File: src/hdl/cmc_pkg.sv
// Shared types and constants for the comment classifier stream.
// Used by every module in the hdl folder; depends on nothing.
`default_nettype none

package cmc_pkg;

  localparam int LOOKAHEAD = 3;
  localparam int WIN_DEPTH = LOOKAHEAD + 1;
  localparam int COUNT_W = $clog2(WIN_DEPTH + 1);
  localparam int POS_W = $clog2(WIN_DEPTH);

  localparam logic [7:0] NEWLINE_CHAR = 8'd10;
  localparam logic [7:0] DASH_RESET = 8'd45;
  localparam logic [7:0] DOC_RESET = 8'd35;

  typedef enum logic [2:0] {
    KIND_CODE     = 3'd0,
    KIND_LINE     = 3'd1,
    KIND_BLOCK    = 3'd2,
    KIND_DOCLINE  = 3'd3,
    KIND_DOCBLOCK = 3'd4
  } kind_t;

  typedef enum logic [2:0] {
    MODE_CODE           = 3'd0,
    MODE_LINE           = 3'd1,
    MODE_BLOCK          = 3'd2,
    MODE_DOCLINE        = 3'd3,
    MODE_DOCBLOCK       = 3'd4,
    MODE_CLOSE_BLOCK    = 3'd5,
    MODE_CLOSE_DOCBLOCK = 3'd6
  } mode_t;

  typedef enum logic {
    REG_DASH = 1'b0,
    REG_DOC  = 1'b1
  } reg_index_t;

  typedef struct packed {
    logic [WIN_DEPTH-1:0][7:0] bytes;
    logic [COUNT_W-1:0]        avail;
    logic                      last;
  } window_t;

  typedef struct packed {
    logic [7:0] out_char;
    kind_t      kind;
    logic       is_marker;
    logic       block_newline;
    logic       out_last;
  } result_t;

endpackage

`default_nettype wire

File: src/hdl/cmc_lookahead.sv
// Lookahead window of the comment classifier: buffers up to four bytes and
// drains them one per cycle while popped, flushing after the final byte. Depends on cmc_pkg.
`default_nettype none

module cmc_lookahead (
  input  wire logic             clk,
  input  wire logic             rst,
  input  wire logic             push,
  input  wire logic [7:0]       in_char,
  input  wire logic             in_last,
  input  wire logic             pop,
  output logic                  ready,
  output logic                  win_valid,
  output cmc_pkg::window_t      win
);

  logic [cmc_pkg::WIN_DEPTH-1:0][7:0] bytes;
  logic [cmc_pkg::WIN_DEPTH-1:0][7:0] bytes_next;
  logic [cmc_pkg::COUNT_W-1:0]        count;
  logic [cmc_pkg::COUNT_W-1:0]        count_next;
  logic [cmc_pkg::POS_W-1:0]          wr_pos;
  logic                               flushing;

  assign ready = !flushing &&
                 (count != cmc_pkg::COUNT_W'(cmc_pkg::WIN_DEPTH) || pop);
  assign win_valid = flushing ? (count != '0)
                              : (count == cmc_pkg::COUNT_W'(cmc_pkg::WIN_DEPTH));

  always_comb begin
    win.bytes = bytes;
    win.avail = count;
    win.last  = flushing && (count == cmc_pkg::COUNT_W'(1));
  end

  always_comb begin
    wr_pos = cmc_pkg::POS_W'(count - cmc_pkg::COUNT_W'(pop));
    count_next = count + cmc_pkg::COUNT_W'(push) - cmc_pkg::COUNT_W'(pop);
    for (int i = 0; i < cmc_pkg::WIN_DEPTH; i++) begin
      if (pop && i < cmc_pkg::WIN_DEPTH - 1) begin
        bytes_next[i] = bytes[i+1];
      end else begin
        bytes_next[i] = bytes[i];
      end
      if (push && wr_pos == cmc_pkg::POS_W'(i)) begin
        bytes_next[i] = in_char;
      end
    end
  end

  always_ff @(posedge clk) begin
    bytes <= bytes_next;
    if (rst) begin
      count    <= '0;
      flushing <= 1'b0;
    end else begin
      count <= count_next;
      if (push && in_last) begin
        flushing <= 1'b1;
      end else if (pop && win.last) begin
        flushing <= 1'b0;
      end
    end
  end

endmodule

`default_nettype wire

File: src/hdl/cmc_scanner.sv
// Comment scanner: classifies the oldest byte of the window and keeps the
// comment mode and marker countdown. Depends on cmc_pkg.
`default_nettype none

module cmc_scanner (
  input  wire logic             clk,
  input  wire logic             rst,
  input  wire logic             pop,
  input  cmc_pkg::window_t      win,
  input  wire logic [7:0]       dash_char,
  input  wire logic [7:0]       doc_char,
  output cmc_pkg::result_t      res
);

  cmc_pkg::mode_t mode;
  cmc_pkg::mode_t mode_next;
  logic [1:0]     marker_left;
  logic [1:0]     marker_left_next;
  logic [3:0]     dash_at;
  logic [3:0]     doc_at;
  logic           is_nl;

  always_comb begin
    for (int i = 0; i < cmc_pkg::WIN_DEPTH; i++) begin
      dash_at[i] = (win.avail > cmc_pkg::COUNT_W'(i)) && (win.bytes[i] == dash_char);
      doc_at[i]  = (win.avail > cmc_pkg::COUNT_W'(i)) && (win.bytes[i] == doc_char);
    end
    is_nl = (win.bytes[0] == cmc_pkg::NEWLINE_CHAR);
  end

  always_comb begin
    mode_next         = mode;
    marker_left_next  = marker_left;
    res.out_char      = win.bytes[0];
    res.kind          = cmc_pkg::KIND_CODE;
    res.is_marker     = 1'b0;
    res.block_newline = 1'b0;
    res.out_last      = win.last;
    if (marker_left != 2'd0) begin
      res.is_marker    = 1'b1;
      marker_left_next = marker_left - 2'd1;
      unique case (mode)
        cmc_pkg::MODE_LINE:           res.kind = cmc_pkg::KIND_LINE;
        cmc_pkg::MODE_BLOCK:          res.kind = cmc_pkg::KIND_BLOCK;
        cmc_pkg::MODE_DOCLINE:        res.kind = cmc_pkg::KIND_DOCLINE;
        cmc_pkg::MODE_DOCBLOCK:       res.kind = cmc_pkg::KIND_DOCBLOCK;
        cmc_pkg::MODE_CLOSE_BLOCK:    res.kind = cmc_pkg::KIND_BLOCK;
        cmc_pkg::MODE_CLOSE_DOCBLOCK: res.kind = cmc_pkg::KIND_DOCBLOCK;
        default:                      res.kind = cmc_pkg::KIND_CODE;
      endcase
      if (marker_left == 2'd1 && (mode == cmc_pkg::MODE_CLOSE_BLOCK ||
                                  mode == cmc_pkg::MODE_CLOSE_DOCBLOCK)) begin
        mode_next = cmc_pkg::MODE_CODE;
      end
    end else begin
      unique case (mode)
        cmc_pkg::MODE_CODE: begin
          if (dash_at[0] && dash_at[1]) begin
            res.is_marker = 1'b1;
            priority if (doc_at[2]) begin
              mode_next        = cmc_pkg::MODE_DOCLINE;
              marker_left_next = 2'd2;
              res.kind         = cmc_pkg::KIND_DOCLINE;
            end else if (dash_at[2] && doc_at[3]) begin
              mode_next        = cmc_pkg::MODE_DOCBLOCK;
              marker_left_next = 2'd3;
              res.kind         = cmc_pkg::KIND_DOCBLOCK;
            end else if (dash_at[2]) begin
              mode_next        = cmc_pkg::MODE_BLOCK;
              marker_left_next = 2'd2;
              res.kind         = cmc_pkg::KIND_BLOCK;
            end else begin
              mode_next        = cmc_pkg::MODE_LINE;
              marker_left_next = 2'd1;
              res.kind         = cmc_pkg::KIND_LINE;
            end
          end
        end
        cmc_pkg::MODE_LINE, cmc_pkg::MODE_DOCLINE: begin
          if (is_nl) begin
            mode_next = cmc_pkg::MODE_CODE;
          end else begin
            res.kind = (mode == cmc_pkg::MODE_LINE) ? cmc_pkg::KIND_LINE
                                                    : cmc_pkg::KIND_DOCLINE;
          end
        end
        cmc_pkg::MODE_BLOCK: begin
          res.kind = cmc_pkg::KIND_BLOCK;
          if (dash_at[0] && dash_at[1] && dash_at[2]) begin
            res.is_marker    = 1'b1;
            mode_next        = cmc_pkg::MODE_CLOSE_BLOCK;
            marker_left_next = 2'd2;
          end else begin
            res.block_newline = is_nl;
          end
        end
        cmc_pkg::MODE_DOCBLOCK: begin
          res.kind = cmc_pkg::KIND_DOCBLOCK;
          if (dash_at[0] && dash_at[1] && dash_at[2] && doc_at[3]) begin
            res.is_marker    = 1'b1;
            mode_next        = cmc_pkg::MODE_CLOSE_DOCBLOCK;
            marker_left_next = 2'd3;
          end else begin
            res.block_newline = is_nl;
          end
        end
        default: begin
          mode_next = cmc_pkg::MODE_CODE;
        end
      endcase
    end
  end

  always_ff @(posedge clk) begin
    if (rst) begin
      mode        <= cmc_pkg::MODE_CODE;
      marker_left <= 2'd0;
    end else if (pop) begin
      if (win.last) begin
        mode        <= cmc_pkg::MODE_CODE;
        marker_left <= 2'd0;
      end else begin
        mode        <= mode_next;
        marker_left <= marker_left_next;
      end
    end
  end

  // The end of a source always leaves the scanner back in code mode.
  a_last_resets: assert property (@(posedge clk) disable iff (rst)
    (pop && win.last) |=> (mode == cmc_pkg::MODE_CODE && marker_left == 2'd0))
    else $error("scanner state not cleared after final byte");

  // A closing mode always has marker bytes still to emit.
  a_close_counts: assert property (@(posedge clk) disable iff (rst)
    (mode == cmc_pkg::MODE_CLOSE_BLOCK || mode == cmc_pkg::MODE_CLOSE_DOCBLOCK)
      |-> (marker_left != 2'd0))
    else $error("closing mode without pending marker bytes");

  // A flagged newline lies in a block body and is never a marker byte.
  a_block_newline: assert property (@(posedge clk) disable iff (rst)
    res.block_newline |-> (!res.is_marker &&
      (res.kind == cmc_pkg::KIND_BLOCK || res.kind == cmc_pkg::KIND_DOCBLOCK)))
    else $error("block newline outside a block body");

endmodule

`default_nettype wire

File: src/hdl/comment_classifier_stream.sv
// Comment classifier stream, top level: configuration registers, the
// lookahead window, the scanner and the result register. Depends on cmc_pkg.
//
// Source bytes enter on the s_ channel, one per transaction, with s_tlast on
// the final byte of a source. Each byte leaves on the m_ channel tagged with
// its comment kind and marker and block-newline flags, m_tlast on the final
// byte. A byte is held until three further bytes have arrived, then passes
// through the scanner into the result register that drives the m_ channel.
// While the receiver does not stall, one byte is taken and one result given
// each cycle in steady state. After the final byte the window drains its
// remaining results, up to four, one per cycle while the result register is
// free, and s_tready stays low until the last one is loaded there. One
// classification per cycle sets the rate. When the receiver stalls, the result
// register holds its transaction and the window stops; s_tready falls once the window is full.
// Reset is synchronous: it empties the window, returns the scanner to code
// mode, drops m_tvalid and sets the marker bytes to '-' and '#'.
// The configuration port takes a write whenever cfg_we is high; it is meant to
// be written only while no source is in flight.
`default_nettype none

module comment_classifier_stream (
  input  wire logic       clk,
  input  wire logic       rst,
  input  wire logic       s_tvalid,
  output logic            s_tready,
  input  wire logic [7:0] s_tdata,   // [7:0] in_char
  input  wire logic       s_tlast,
  output logic            m_tvalid,
  input  wire logic       m_tready,
  output logic [7:0]      m_tdata,   // [7:0] out_char
  output logic [4:0]      m_tuser,   // [2:0] kind, [3] is_marker, [4] block_newline
  output logic            m_tlast,
  input  wire logic       cfg_we,
  input  wire logic       cfg_index,
  input  wire logic [7:0] cfg_data
);

  logic [7:0]        dash_reg;
  logic [7:0]        doc_reg;
  logic              push;
  logic              pop;
  logic              win_valid;
  cmc_pkg::window_t  win;
  cmc_pkg::result_t  res;
  cmc_pkg::result_t  out_reg;

  always_ff @(posedge clk) begin
    if (rst) begin
      dash_reg <= cmc_pkg::DASH_RESET;
      doc_reg  <= cmc_pkg::DOC_RESET;
    end else if (cfg_we) begin
      unique case (cmc_pkg::reg_index_t'(cfg_index))
        cmc_pkg::REG_DASH: dash_reg <= cfg_data;
        cmc_pkg::REG_DOC:  doc_reg  <= cfg_data;
        default:           dash_reg <= dash_reg;
      endcase
    end
  end

  assign push = s_tvalid && s_tready;
  assign pop  = win_valid && (!m_tvalid || m_tready);

  cmc_lookahead u_lookahead (
    .clk       (clk),
    .rst       (rst),
    .push      (push),
    .in_char   (s_tdata),
    .in_last   (s_tlast),
    .pop       (pop),
    .ready     (s_tready),
    .win_valid (win_valid),
    .win       (win)
  );

  cmc_scanner u_scanner (
    .clk       (clk),
    .rst       (rst),
    .pop       (pop),
    .win       (win),
    .dash_char (dash_reg),
    .doc_char  (doc_reg),
    .res       (res)
  );

  always_ff @(posedge clk) begin
    if (pop) begin
      out_reg <= res;
    end
    if (rst) begin
      m_tvalid <= 1'b0;
    end else if (pop) begin
      m_tvalid <= 1'b1;
    end else if (m_tready) begin
      m_tvalid <= 1'b0;
    end
  end

  assign m_tdata = out_reg.out_char;
  assign m_tuser = {out_reg.block_newline, out_reg.is_marker, out_reg.kind};
  assign m_tlast = out_reg.out_last;

endmodule

`default_nettype wire

File: config.mk
export PLATFORM = sky130hd
export DESIGN_NAME = comment_classifier_stream
export DESIGN_NICKNAME = d
export VERILOG_FILES = /design/src/hdl/cmc_pkg.sv /design/src/hdl/cmc_lookahead.sv /design/src/hdl/cmc_scanner.sv /design/src/hdl/comment_classifier_stream.sv
export SDC_FILE = /design/constraint.sdc
export NUM_CORES = 1
export LEC_CHECK = 0
export BUFFER_PORTS_ARGS = -buffer_cell sky130_fd_sc_hd__buf_2
export CAP_MARGIN = 20
export CORE_MARGIN = 3
export CORE_UTILIZATION = 50
export DETAILED_ROUTE_END_ITERATION = 10
export PLACE_DENSITY = 0.79
export SETUP_SLACK_MARGIN = 0.15
export SYNTH_ARGS = -nofsm -noshare
export SYNTH_HDL_FRONTEND = slang
export SYNTH_SLANG_ARGS = --single-unit
export TNS_END_PERCENT = 30
File: constraint.sdc
create_clock -name clk -period 4 [get_ports clk]
set_input_delay 1 -clock clk [delete_from_list [all_inputs] [get_ports clk]]
set_output_delay 1 -clock clk [all_outputs]
set_load 0.005 [all_outputs]
==> results.md <==
* Wire per inst at 16.0 um
* Run status: finished, final reports clean
* Final setup vio count at 0
* Initial antenna violation count at 0
* Hold wc startpoint: u_lookahead.win[7]$_DFFE_PP_
* Cell variety after synth at 55
* HP Class: reg -> reg
* Syn_nets at 352
* Compound-Gate Fraction of Synth Area at 8.65%
* Tightest Pin Transition at 0.901 ns
* Post-synth EDFFs at 46
* Ports at 39
* Register area at 0.00190 mm^2
* Final WS setup at 0.920 ns
* Synth Area in Simple Gates at 17.8%
* Slowest-stage cell, CP: nor3b_4
* Vias post-DR at 2580
* Synth Area per Inst at 11.3 um^2
* Largest net degree at the start of global routing at 28
* Max Cap Viol at 0
* Residual DRC at 0
* Main area contributors after synthesis: edfxtp_1 38%, dfxtp_1 14%, xor2_1 3.8%
* Root Buffer: clkbuf_8
* CTS tree: yes
* Ant. Diodes at 0
* Filler instances at 551
* YS warnings at 0
* Seq/Total Area, Yosys at 52.2%
* Synth area leader: edfxtp_1
* Final Hold Viols at 0
* Gpl congestion at 0.877
* RSZ-0062 raised after global routing: false
* First-pass GRT wire length at 12200 um
* Max-slew violations at 0
* Post-cts resize count at 0
* Post-route ant nets at 0
* HPWL Detailed at 5530 um
* Mapped cell area at 0.00364 mm^2
* Clk sinks at 72
* Ys async rst share at 0%
* Clock buffer depth at 2
* Die width at 91.4 um
* Num CTS Buffers at 9
* Layout overhead on the synthesized area at 15.0%
* Port buffer count at 38
* Multi-input logic area at 0.00167 mm^2
* Worst-Skew Late Latency at 0.35 ns
* Largest family of logic cells by synthesized area: simple AND/OR/NAND/NOR gates
* Xor and xnor area share after synthesis at 6.49%
* Slowest cell delay on critical path at 0.59 ns
* Setup Fix Bufs, Post-CTS at 0
* Share of post-route cells with drive strength above 1 at 21.7%
* Total Wirelength at 7440 um
* Most numerous cell in the Yosys netlist: edfxtp_1
* Pre-CTS WS at 0.555 ns
* GRT overflow at 0
* Post-synth top cells: 46 x edfxtp_1, 33 x nand2_1, 26 x dfxtp_1, 19 x nor2_1, 17 x a21oi_1
* Post-Synth Adder-Cell Area at 2.61%
* Critical Path Fanout Max at 9
* 1st-pass router iterations at 4
* Vias/cell at 5.56
* PD cells at 657 mW/mm^2
* Vias in the first global route at 2450
* WP data arrival at 3.11 ns
* Die area at 0.00835 mm^2
* Synth top area share at 37.9%
* Final worst path period share at 77.0%
* Height of the chip at 91.4 um
* Crit Path Category: in -> reg
* Starting Density at 52.5%
* Setup crit end kind: flip-flop
* Top_reg_cell synth: edfxtp_1
* Maximum vdd drop at 0.000261 V
* Post-layout minimum cycle time at 3.08 ns
* CTS clk-pin slew, worst paths at 0.08 ns
* Mux contribution to synthesized area at 10.2%
* Max reg flops at 32
* FF-to-FF Start: u_lookahead.count[1]$_SDFF_PP0_
* Hold_ws at 0.508 ns
* Leak pwr at 1.60 nW
* CP Launch Point: m_tready
* Critical Path RT at 4.03 ns
* Utilization of the core after routing at 60.3%
* Nets at 393
* Initial detailed-routing violation count at 135
* Core area at 0.00694 mm^2
* H-tree depth at 3
* Element type at the critical path start: primary input
* Setup Skew at 0.00910 ns
* FP Rows at 30
* Hold-fix buffers, CTS at 0
* Setup TNS Final at 0 ns
* Mapped Cells at 322
* Global-route usage over all layers at 18.7%
* Slew margin rel. at 39.8%
* #FFs+latches synth at 72
* Crit-path cells: buf_2 > nand2b_1 > nand2b_1 > inv_2 > ha_1 > inv_1 > ha_1 > nor3b_4 > or2_1
* F_max at 0.325 GHz
## routing by layer
metal	part of all wire, %	track usage [%]	wire length, um	vias up
met5	0	0	0	-
met4	1.7	7.91	125	0
met3	4.6	3.07	340	12
met2	48	29.3	3540	72
met1	46	25.6	3430	1240
li1	-	-	-	1256
## worst paths after layout
| kind | endpoint | slack (ns) | cells past startpoint |
|---|---|---|---|
| hold reg to reg | m_tdata[3]$_DFFE_PP_ | 0.51 | 0 |
| setup / recovery | u_lookahead.win[18]$_DFFE_PP_ | 0.92 | 9 |
| setup reg to reg | u_lookahead.win[18]$_DFFE_PP_ | 0.97 | 9 |
| hold / removal | m_tdata[3]$_DFFE_PP_ | 0.51 | 0 |
## layout make-up
| type | count | share of cell area [%] |
|---|---|---|
| clock buffers | 11 | 3.14 |
| multi-input cells | 230 | 39.7 |
| clock inverters | 5 | 3.08 |
| inverters | 10 | 0.896 |
| flip-flops and latches | 72 | 45.4 |
| well taps | 96 | 2.87 |
| repair buffers | 40 | 4.90 |
## where the power goes
group	switching [W]	leakage [nW]	internal (W)
clock	0.000269	0.128	0.000479
sequential	0.000152	0.644	0.00109
combinational	0.000411	0.828	0.000349
total	0.000831	1.60	0.00192
## through the flow
step	cell area, um^2	power (W)	cells
2_1_floorplan	3640	0.00178	322
3_3_place_gp	3930	0.00198	448
3_5_place_dp	3930	0.00202	448
4_1_cts	4190	0.00276	464
5_1_grt	4190	0.00290	464
6_report	4190	0.00275	464
## worst max-delay path, delay by kind of cell
family	cells	cell delay, ns
and+or+nand+nor	4	1.33
adders and majority gates	2	0.52
buffers and inverters	3	0.25
## cells in the final DEF, fill, tap and decap left out, types with 2 or more instances in the layout
master / Yosys / routed
buf_2: 1 / 38
a211o_1: 4 / 4
mux2i_1: 7 / 7
ha_1: 6 / 6
nor2b_1: 9 / 9
o21ai_1: 6 / 6
bufinv_16: 0 / 4
nor4_1: 4 / 4
edfxtp_1: 46 / 46
or3_1: 4 / 4
a31oi_1: 2 / 2
mux2_1: 6 / 6
a21oi_1: 17 / 17
a21o_1: 2 / 2
a221oi_1: 2 / 2
nand4_1: 6 / 6
clkbuf_8: 0 / 9
dfxtp_1: 26 / 26
buf_4: 0 / 2
nor2_1: 19 / 19
o22ai_1: 2 / 2
xnor2_1: 11 / 11
nand2_1: 33 / 33
nand3b_1: 3 / 3
and3_1: 6 / 6
mux2_2: 10 / 10
inv_1: 9 / 9
o21ai_0: 2 / 2
nand3_1: 7 / 7
nor2_2: 2 / 2
nor3_1: 6 / 6
clkbuf_1: 8 / 2
o211ai_1: 2 / 2
a2111oi_0: 2 / 2
nand2b_1: 6 / 6
and2_1: 2 / 2
mux2_4: 8 / 8
xor2_1: 16 / 16
## logic make-up after synthesis
| group | count (synthesis) |
|---|---|
| xor gates and xnor gates | 27 |
| AOI/OAI and AO/OA | 48 |
| muxes | 31 |
| DFF | 72 |
| buffers and inverters | 20 |
| adders and majority gates | 7 |
| and+or+nand+nor | 117 |
No activity file was read; power rests on OpenSTA's default activity.
